File: src/rtl/wrs_pkg.sv
package wrs_pkg;

   localparam int MAX_POINTS_DEFAULT = 256;

   localparam int SAMPLE_W   = 16;
   localparam int FRAC_BITS  = 16;
   localparam int SLOPE_W    = 33;
   localparam int MEAN_W     = 32;
   localparam int SPREAD_W   = 16;
   localparam int NPTS_W     = 9;
   localparam int QUO_W      = 32;
   localparam int CSR_IDX_W  = 4;
   localparam int CSR_DATA_W = 9;

   localparam logic [NPTS_W-1:0] NPTS_RESET = NPTS_W'(16);

   typedef enum logic [CSR_IDX_W-1:0] {
      CSR_N_POINTS = 4'd0,
      CSR_BACKWARD = 4'd1
   } csr_idx_type;

   typedef enum logic [3:0] {
      ST_ACC,
      ST_PROD,
      ST_NUM,
      ST_MAG,
      ST_SSTART,
      ST_SWAIT,
      ST_MSTART,
      ST_MWAIT,
      ST_OUT
   } st_type;

   typedef struct packed {
      logic busy;
      logic done;
   } div_stat_type;

endpackage

File: src/rtl/wrs_divider.sv
module wrs_divider
   import wrs_pkg::*;
#(
   parameter int DVW = 65,
   parameter int DSW = 36
) (
   input  logic           clock,
   input  logic           reset,
   input  logic           start,
   input  logic [DVW-1:0] dividend,
   input  logic [DSW-1:0] divisor,
   output logic [DVW-1:0] quotient,
   output div_stat_type   stat
);

   localparam int CTW = $clog2(DVW + 1);

   logic           busy_ff, busy_in;
   logic           done_ff, done_in;
   logic [CTW-1:0] cnt_ff, cnt_in;
   logic [DSW-1:0] rem_ff, rem_in;
   logic [DVW-1:0] dq_ff, dq_in;
   logic [DSW-1:0] div_ff, div_in;

   logic [DSW:0]   trial;
   logic [DSW+1:0] diff;
   logic           fits;

   // restoring division, one quotient bit per cycle, quotient shifts into dq
   always_comb begin
      trial = {rem_ff, dq_ff[DVW-1]};
      diff  = {1'b0, trial} - {2'b00, div_ff};
      fits  = !diff[DSW+1];

      busy_in = busy_ff;
      done_in = 1'b0;
      cnt_in  = cnt_ff;
      rem_in  = rem_ff;
      dq_in   = dq_ff;
      div_in  = div_ff;

      if (start && !busy_ff) begin
         busy_in = 1'b1;
         cnt_in  = CTW'(DVW);
         rem_in  = '0;
         dq_in   = dividend;
         div_in  = divisor;
      end else if (busy_ff) begin
         rem_in = fits ? diff[DSW-1:0] : trial[DSW-1:0];
         dq_in  = {dq_ff[DVW-2:0], fits};
         cnt_in = cnt_ff - CTW'(1);
         if (cnt_ff == CTW'(1)) begin
            busy_in = 1'b0;
            done_in = 1'b1;
         end
      end
   end

   always_ff @(posedge clock) begin
      if (reset) begin
         busy_ff <= 1'b0;
         done_ff <= 1'b0;
         cnt_ff  <= '0;
      end else begin
         busy_ff <= busy_in;
         done_ff <= done_in;
         cnt_ff  <= cnt_in;
      end
   end

   always_ff @(posedge clock) begin
      rem_ff <= rem_in;
      dq_ff  <= dq_in;
      div_ff <= div_in;
   end

   assign quotient  = dq_ff;
   assign stat.busy = busy_ff;
   assign stat.done = done_ff;

   a_rem_below_div: assert property (@(posedge clock) disable iff (reset)
      busy_ff |-> rem_ff < div_ff)
      else $error("partial remainder not below divisor");

   a_start_loads: assert property (@(posedge clock) disable iff (reset)
      start && !busy_ff |=> busy_ff && cnt_ff == CTW'(DVW))
      else $error("start did not begin a full division");

   a_done_idle: assert property (@(posedge clock) disable iff (reset)
      done_ff |-> !busy_ff && $past(busy_ff))
      else $error("done without a finished division");

endmodule

File: src/rtl/window_regression_slope.sv
// channel   | dir | handshake                 | payload
// req       | in  | req_valid / req_stall     | req_sample
// rsp       | out | rsp_valid / rsp_stall     | rsp_slope, rsp_mean, rsp_spread
// csr       | in  | csr_valid / csr_ready     | csr_index, csr_data
//
// a sample inside a window is taken whenever no csr write is offered; the last sample of a
// window holds req off while the products, numerator and magnitude are registered and the
// bit-serial divider forms first the slope and then the mean, and after that until rsp is free.
// the divider's dividend is DVW = 3*clog2(MAX_POINTS+1) + 38 bits wide.
// synchronous reset sets n_points to 16, backward to 0 and empties the window.
// a result waits in the output register under rsp_stall while samples of the
// next window keep coming in; only a finished window waits for it to drain.
module window_regression_slope
   import wrs_pkg::*;
#(
   parameter int MAX_POINTS = MAX_POINTS_DEFAULT
) (
   input  logic                         clock,
   input  logic                         reset,

   input  logic                         req_valid,
   output logic                         req_stall,
   input  logic signed [SAMPLE_W-1:0]   req_sample,

   output logic                         rsp_valid,
   input  logic                         rsp_stall,
   output logic signed [SLOPE_W-1:0]    rsp_slope,
   output logic signed [MEAN_W-1:0]     rsp_mean,
   output logic        [SPREAD_W-1:0]   rsp_spread,

   input  logic                         csr_valid,
   output logic                         csr_ready,
   input  logic        [CSR_IDX_W-1:0]  csr_index,
   input  logic        [CSR_DATA_W-1:0] csr_data
);

   localparam int NW   = $clog2(MAX_POINTS + 1);
   localparam int PW   = (NW > NPTS_W) ? NW : NPTS_W;
   localparam int YW   = SAMPLE_W + NW;
   localparam int XYW  = 2 * NW + SAMPLE_W;
   localparam int SXW  = 2 * NW;
   localparam int PRW  = 3 * NW + SAMPLE_W + 1;
   localparam int NUMW = PRW + 1;
   localparam int DVW  = NUMW + 4 + FRAC_BITS;
   localparam int DSW  = 4 * NW;

   st_type state_ff, state_in;

   logic [NPTS_W-1:0]          n_points_ff, n_points_in;
   logic                       backward_ff, backward_in;
   logic [NW-1:0]              count_ff, count_in;
   logic signed [YW-1:0]       sum_y_ff, sum_y_in;
   logic signed [XYW-1:0]      sum_xy_ff, sum_xy_in;
   logic signed [SAMPLE_W-1:0] min_ff, min_in;
   logic signed [SAMPLE_W-1:0] max_ff, max_in;

   logic [2*NW-1:0]            nsq_ff, nsq_in;
   logic [DSW-1:0]             d12_ff, d12_in;
   logic [SXW-1:0]             sx_ff, sx_in;
   logic signed [PRW-1:0]      p1_ff, p1_in;
   logic signed [PRW-1:0]      p2_ff, p2_in;
   logic signed [NUMW-1:0]     num_ff, num_in;
   logic                       num_neg_ff, num_neg_in;
   logic [DVW-1:0]             dvd_ff, dvd_in;
   logic [QUO_W-1:0]           slope_q_ff, slope_q_in;
   logic [QUO_W-1:0]           mean_q_ff, mean_q_in;

   logic                       rsp_valid_ff, rsp_valid_in;
   logic signed [SLOPE_W-1:0]  rsp_slope_ff, rsp_slope_in;
   logic signed [MEAN_W-1:0]   rsp_mean_ff, rsp_mean_in;
   logic [SPREAD_W-1:0]        rsp_spread_ff, rsp_spread_in;

   logic [PW-1:0]              npts_wide;
   logic [NW-1:0]              n_eff;
   logic [SXW:0]               sx_prod;
   logic [NW-1:0]              x_val;
   logic signed [NW+SAMPLE_W:0] xy;
   logic                       accept_req;
   logic                       csr_write;
   logic                       csr_hit;
   logic                       last;
   logic                       out_free;
   logic                       win_done;
   logic [NUMW-1:0]            num_mag;
   logic [NUMW+3:0]            num_mag12;
   logic                       sy_neg;
   logic [YW-1:0]              sy_mag;
   logic [SLOPE_W-1:0]         slope_mag;
   logic [SLOPE_W-1:0]         slope_val;
   logic [MEAN_W-1:0]          mean_val;

   logic                       div_start;
   logic [DVW-1:0]             div_dvd;
   logic [DSW-1:0]             div_dsr;
   logic [DVW-1:0]             div_quo;
   div_stat_type               div_stat;

   // handshake and window control
   always_comb begin
      npts_wide = PW'(n_points_ff);
      if (npts_wide < PW'(2)) begin
         n_eff = NW'(2);
      end else if (npts_wide > PW'(MAX_POINTS)) begin
         n_eff = NW'(MAX_POINTS);
      end else begin
         n_eff = npts_wide[NW-1:0];
      end

      accept_req = req_valid && !req_stall;
      csr_write  = csr_valid && csr_ready;
      csr_hit    = csr_write &&
                   (csr_index == CSR_N_POINTS || csr_index == CSR_BACKWARD);
      last       = (count_ff + NW'(1)) == n_eff;
      out_free   = !rsp_valid_ff || !rsp_stall;
      win_done   = (state_ff == ST_OUT) && out_free;
   end

   // next state
   always_comb begin
      state_in = state_ff;
      case (state_ff)
         ST_ACC:    if (accept_req && last) state_in = ST_PROD;
         ST_PROD:   state_in = ST_NUM;
         ST_NUM:    state_in = ST_MAG;
         ST_MAG:    state_in = ST_SSTART;
         ST_SSTART: state_in = ST_SWAIT;
         ST_SWAIT:  if (div_stat.done) state_in = ST_MSTART;
         ST_MSTART: state_in = ST_MWAIT;
         ST_MWAIT:  if (div_stat.done) state_in = ST_OUT;
         ST_OUT:    if (out_free) state_in = ST_ACC;
         default:   state_in = ST_ACC;
      endcase
   end

   // state outputs
   always_comb begin
      // a config write goes ahead of a sample offered in the same cycle
      req_stall = (state_ff != ST_ACC) || csr_valid;
      csr_ready = (state_ff == ST_ACC);
      div_start = (state_ff == ST_SSTART) || (state_ff == ST_MSTART);
      if (state_ff == ST_SSTART) begin
         div_dvd = dvd_ff;
         div_dsr = d12_ff;
      end else begin
         div_dvd = DVW'({sy_mag, {FRAC_BITS{1'b0}}});
         div_dsr = DSW'(n_eff);
      end
   end

   // datapath
   always_comb begin
      // window constants follow n_points through registers: nsq then d12, and sx
      nsq_in  = (2*NW)'(n_eff) * (2*NW)'(n_eff);
      d12_in  = DSW'(nsq_ff) * DSW'(nsq_ff - (2*NW)'(1));
      sx_prod = (SXW+1)'(n_eff) * ((SXW+1)'(n_eff) + (SXW+1)'(1));
      sx_in   = sx_prod[SXW:1];

      x_val = backward_ff ? (n_eff - count_ff) : (count_ff + NW'(1));
      xy    = $signed({1'b0, x_val}) * req_sample;

      p1_in  = $signed({1'b0, n_eff}) * sum_xy_ff;
      p2_in  = $signed({1'b0, sx_ff}) * sum_y_ff;
      num_in = NUMW'(p1_ff) - NUMW'(p2_ff);

      num_neg_in = num_ff[NUMW-1];
      num_mag    = num_ff[NUMW-1] ? NUMW'(-num_ff) : NUMW'(num_ff);
      // slope = 12*num / (N^2 (N^2-1)), same floor as num / Del
      num_mag12  = (NUMW+4)'({num_mag, 3'b000}) + (NUMW+4)'({num_mag, 2'b00});
      dvd_in     = {num_mag12, {FRAC_BITS{1'b0}}};

      sy_neg = sum_y_ff[YW-1];
      sy_mag = sy_neg ? YW'(-sum_y_ff) : YW'(sum_y_ff);

      slope_q_in = ((state_ff == ST_SWAIT) && div_stat.done) ? div_quo[QUO_W-1:0]
                                                             : slope_q_ff;
      mean_q_in  = ((state_ff == ST_MWAIT) && div_stat.done) ? div_quo[QUO_W-1:0]
                                                             : mean_q_ff;

      slope_mag = {1'b0, slope_q_ff};
      slope_val = num_neg_ff ? -slope_mag : slope_mag;
      mean_val  = sy_neg ? -mean_q_ff : mean_q_ff;

      n_points_in = n_points_ff;
      backward_in = backward_ff;
      count_in    = count_ff;
      sum_y_in    = sum_y_ff;
      sum_xy_in   = sum_xy_ff;
      min_in      = min_ff;
      max_in      = max_ff;

      if (csr_write) begin
         case (csr_index)
            CSR_N_POINTS: n_points_in = csr_data[NPTS_W-1:0];
            CSR_BACKWARD: backward_in = csr_data[0];
            default: ;
         endcase
      end

      if (csr_hit || win_done) begin
         count_in  = '0;
         sum_y_in  = '0;
         sum_xy_in = '0;
      end else if (accept_req) begin
         count_in  = last ? '0 : count_ff + NW'(1);
         sum_y_in  = sum_y_ff + YW'(req_sample);
         sum_xy_in = sum_xy_ff + XYW'(xy);
         if (count_ff == '0) begin
            min_in = req_sample;
            max_in = req_sample;
         end else begin
            if (req_sample < min_ff) min_in = req_sample;
            if (req_sample > max_ff) max_in = req_sample;
         end
      end

      rsp_valid_in  = win_done || (rsp_valid_ff && rsp_stall);
      rsp_slope_in  = win_done ? $signed(slope_val) : rsp_slope_ff;
      rsp_mean_in   = win_done ? $signed(mean_val) : rsp_mean_ff;
      rsp_spread_in = win_done ? SPREAD_W'(max_ff - min_ff) : rsp_spread_ff;
   end

   always_ff @(posedge clock) begin
      if (reset) begin
         state_ff     <= ST_ACC;
         n_points_ff  <= NPTS_RESET;
         backward_ff  <= 1'b0;
         count_ff     <= '0;
         sum_y_ff     <= '0;
         sum_xy_ff    <= '0;
         rsp_valid_ff <= 1'b0;
      end else begin
         state_ff     <= state_in;
         n_points_ff  <= n_points_in;
         backward_ff  <= backward_in;
         count_ff     <= count_in;
         sum_y_ff     <= sum_y_in;
         sum_xy_ff    <= sum_xy_in;
         rsp_valid_ff <= rsp_valid_in;
      end
   end

   always_ff @(posedge clock) begin
      min_ff        <= min_in;
      max_ff        <= max_in;
      nsq_ff        <= nsq_in;
      d12_ff        <= d12_in;
      sx_ff         <= sx_in;
      p1_ff         <= p1_in;
      p2_ff         <= p2_in;
      num_ff        <= num_in;
      num_neg_ff    <= num_neg_in;
      dvd_ff        <= dvd_in;
      slope_q_ff    <= slope_q_in;
      mean_q_ff     <= mean_q_in;
      rsp_slope_ff  <= rsp_slope_in;
      rsp_mean_ff   <= rsp_mean_in;
      rsp_spread_ff <= rsp_spread_in;
   end

   wrs_divider #(
      .DVW (DVW),
      .DSW (DSW)
   ) u_divider (
      .clock    (clock),
      .reset    (reset),
      .start    (div_start),
      .dividend (div_dvd),
      .divisor  (div_dsr),
      .quotient (div_quo),
      .stat     (div_stat)
   );

   assign rsp_valid  = rsp_valid_ff;
   assign rsp_slope  = rsp_slope_ff;
   assign rsp_mean   = rsp_mean_ff;
   assign rsp_spread = rsp_spread_ff;

   a_count_in_window: assert property (@(posedge clock) disable iff (reset)
      state_ff == ST_ACC |-> count_ff < n_eff)
      else $error("sample count reached the window length");

   a_div_done_waited: assert property (@(posedge clock) disable iff (reset)
      div_stat.done |-> (state_ff == ST_SWAIT || state_ff == ST_MWAIT))
      else $error("divider finished outside a wait state");

   a_window_cleared: assert property (@(posedge clock) disable iff (reset)
      win_done |=> state_ff == ST_ACC && count_ff == '0 && sum_y_ff == '0
                   && sum_xy_ff == '0 && rsp_valid_ff)
      else $error("window not cleared after result");

endmodule

File: config.mk
export PLATFORM = sky130hd
export DESIGN_NAME = window_regression_slope
export DESIGN_NICKNAME = d
export VERILOG_FILES = /design/src/rtl/wrs_pkg.sv /design/src/rtl/wrs_divider.sv /design/src/rtl/window_regression_slope.sv
export SDC_FILE = /design/constraint.sdc
export NUM_CORES = 2
export LEC_CHECK = 0
export ABC_AREA = 1
export BUFFER_PORTS_ARGS = -buffer_cell sky130_fd_sc_hd__clkbuf_2
export CAP_MARGIN = 5
export CORE_MARGIN = 8
export CORE_UTILIZATION = 60
export DETAILED_ROUTE_END_ITERATION = 12
export GPL_TIMING_DRIVEN = 1
export PLACE_DENSITY_LB_ADDON = 0.08
export SLEW_MARGIN = 20
export SYNTH_ARGS = -nofsm -noshare
export SYNTH_HDL_FRONTEND = slang
export SYNTH_SLANG_ARGS = --single-unit
File: constraint.sdc
create_clock -name clock -period 6.7 [get_ports clock]
set_input_delay 0 -clock clock [delete_from_list [all_inputs] [get_ports clock]]
set_output_delay 0 -clock clock [all_outputs]
set_load 0.005 [all_outputs]
==> results by group <==
Worst setup path
  – Capturing point of the worst reg2reg path: sum_xy_ff[20]
  – Critical Path Fanout Max: 3
  – Worst setup path endpoint: sum_xy_ff[20]
  – Worst r2r src: n_points_ff[3]
  – Crit path arrival time: 7.45 ns
  – Startpoint types: flop
  – Worst Reg2Reg Path Length in Cells: 45
  – Crit Path Class: reg -> reg
  – Critical path startpoint: n_points_ff[3]
  – R2r setup slk: -0.19 ns
  – CP max stage cell: fa_2
  – CP Capture Type: flop
  – Worst endpoint required time: 7.26 ns
  – CP max stage delay: 0.54 ns

Timing
  – Fin worst setup slack: -0.187 ns
  – Final Hold Fails: 0
  – Final min period: 6.89 ns
  – Worst Tran Pin Value: 1.05 ns
  – FMAX: 145 MHz
  – Worst slew margin: 29.5%
  – Slew Limit Fails: 0
  – Final setup violation count: 18
  – Clock skew: 0.0577 ns
  – RSZ-0062 raised after global routing: yes
  – Setup TNS: -1.65 ns
  – Tcrit/Tclk final: 103%

Synthesis
  – EDFF count, synth: 278
  – Register area share after synthesis: 18.8%
  – Leading area contributor after synthesis: fa_1
  – Cell count after synthesis: 10.5k
  – Synthesized area: 84,800 µm²
  – Yosys top cell area share: 28.7%
  – Synth Warn #: 0
  – Mapped Avg Cell Area: 8.06 µm²
  – Async set or reset register ratio after synthesis: 0%
  – Yosys reg bits: 656
  – Ranking of synthesized cells by area: fa_1 (29%), inv_1 (11%), ha_1 (11%), edfxtp_1 (9.8%), dfxtp_1 (8.9%)
  – Cell variety after synth: 66
  – Top FF cell, synth: dfxtp_1

Outcome
  – Failing checks: setup timing
  – Status: complete, but fails checks

Routing
  – Routed vias: 71.2k
  – Routed WL: 260 mm
  – Routed WL per cell: 19.9 µm
  – Vias per inst: 5.46
  – DR iter-0 viols: 5,457
  – Antenna violation net count after detailed routing: 0
  – 1st-pass router iterations: 9
  – # DRC: 0

Hold path
  – Worst Hold Class: in -> reg

Job
  – Max Cap Viol: 0

CTS
  – H-tree depth: 3
  – Clock Path Buffers: 3
  – Clk root buf: clkbuf_16
  – TritonCTS Buffers: 79
  – Worst-Skew Late Latency: 0.70 ns
  – CTS tree: done
  – Clk sinks: 656
  – Reg clk slew, reported paths: 0.06 ns

Global routing
  – Initial antenna violation count: 10
  – Vias in the first global route: 74.1k
  – GR Overflow Total: 0
  – Total track usage: 33.9%
  – Pin count of the biggest net entering global routing: 82
  – First-pass GRT wire length: 408 mm

Final layout
  – Fin nets: 13.1k
  – Finished Layout Cells: 13.0k
  – Share of layout cells above drive strength 1: 12.7%
  – Ant. Diodes: 0
  – Area growth syn-to-layout: 14.9%

Place
  – Routability cong.: 1.08
  – Hpwl dp: 211 mm
  – Buffers on Ports: 117
  – Placed Cells: 12.8k

Die
  – Horiz. Die Dim: 392 µm
  – Die height: 392 µm
  – Boundary Pins: 118
  – Die area: 154,000 µm²
  – Placement row count: 138
  – Placeable Area: 141,000 µm²
  – Initial Util: 60.2%
-- state kept, by name (all words and copies together) (netlist names), 9 cells and up --
signal	flops
sum_y_ff	25
u_divider.div_ff	36
n_points_ff	9
d12_ff	34
p1_ff	44
num_ff	45
u_divider.rem_ff	36
rsp_spread	16
p2_ff	44
sx_ff	18
mean_q_ff	32
rsp_slope	33
min_ff	16
sum_xy_ff	34
count_ff	9
max_ff	16
u_divider.quotient	65
nsq_ff	17
slope_q_ff	32
rsp_mean	32
dvd_ff	47
-- critical path: cells and delay by family (launching register included) --
| family | cells | cell delay, ns |
|---|---|---|
| AO/OA/AOI/OAI | 6 | 0.79 |
| flip-flops | 1 | 0.34 |
| buffers and inverters | 11 | 0.92 |
| AND/OR/NAND/NOR | 19 | 1.52 |
| adder cells (fa/ha/maj) | 8 | 3.05 |
| XOR/XNOR | 1 | 0.15 |
-- worst min-delay path by stage --
stage,from,to,slack (ns),cells after the start
final,csr_index[1],n_points_ff[2],0.07,4
after detailed placement,rsp_stall,rsp_valid,0.30,3
after floorplan,csr_valid,req_stall,0.08,2
after global placement,rsp_stall,rsp_valid,0.29,3
after CTS,csr_index[1],n_points_ff[2],0.004,4
after global routing,csr_index[1],n_points_ff[2],0.10,4
-- cells in the mapped netlist (9+ instances only) --
cell and number:
inv_1 2508, nand2_1 1936, fa_1 1216, nor2_1 991, ha_1 734, a21oi_1 558
dfxtp_1 378, o21ai_0 324, edfxtp_1 278, xor2_1 274, nand3_1 271, clkbuf_1 215
xnor2_1 148, nor3_1 66, nand4_1 64, a31oi_1 56, a21o_1 47, o21ai_1 45
o211ai_1 38, buf_1 29, o21bai_1 29, nor4_1 28, buf_2 27, o21a_1 22
o21ai_2 18, a21oi_2 16, a21boi_0 15, or2_2 15, o221ai_1 14, or2_1 14
inv_2 13, nor2_2 13, and3_1 12, o31ai_1 12, clkinv_1 10, nand2_2 10
nand3b_1 9, nor3_2 9
-- layout make-up --
class	instances	area [µm²]
clock inverter	44	692
clock buffer	103	2150
fill	11700	43500
timing repair buffer	749	5840
sequential	656	15900
multi-input combinational	7075	60900
inverter	2531	9540
tap	1890	2360
-- stage by stage --
stage,instance area [µm²],worst slack (ns),hold slack [ns],util (%)
6_report,97400,-0.187,0.0704,69.1
5_1_grt,97400,-0.438,0.104,69.1
4_1_cts,95300,-0.100,0.00360,67.6
3_5_place_dp,90700,-0.411,0.299,64.4
3_3_place_gp,90700,-0.404,0.290,64.4
2_1_floorplan,84900,0.00544,0.0830,-
-- timing repair --
action / 4_1_cts / 5_1_grt
setup endpoints to repair: 36 / 69
gates cloned: 1 / 1
pin swaps: 110 / 216
hold buffers: 42 / 0
hold endpoints to repair: 73 / 0
resized for setup: 252 / 421
setup buffers: 43 / 47
-- cells in the final DEF, fill, tap and decap left out, drive strengths merged, types with 9 or more instances in the layout --
cell         count
conb            19
edfxtp         278
dfxtp          378
o221ai          14
clkbuf         221
nor3            78
inv           2527
nor2          1007
dlygate4sd3     42
o211ai          39
or2             29
and3            12
clkinv          29
nand2         1946
a31oi           56
nand3b           9
a21boi          19
o21ai          387
xor2           274
nand4           66
bufinv          11
nor4            31
nand3          277
buf            589
xnor2          148
a21oi          575
o21bai          32
o21a            22
fa            1216
a21o            47
ha             734
o31ai           12
-- kinds of logic after synthesis --
group                    count (synthesis)  share of synthesized area (%)
adder cells (fa/ha/maj)               1950                           39.5
other                                    2                        0.00886
flip-flops                             656                           18.8
XOR/XNOR                               422                           4.36
AO/OA/AOI/OAI                         1226                           8.18
buffers and inverters                 2809                           12.5
AND/OR/NAND/NOR                       3458                           16.6
-- per-layer routing --
metal | global-route usage (%) | part of all wire (%) | up-vias
li1 | - | - | 33100
met1 | 43.3 | 40 | 34500
met2 | 55.5 | 46 | 2831
met3 | 5.83 | 7.7 | 751
met4 | 17.5 | 6.3 | 4
met5 | 0 | 0.0092 | -
Power is not shown: default switching activity piles up to over one toggle a cycle in this logic, so the estimate is an artifact.
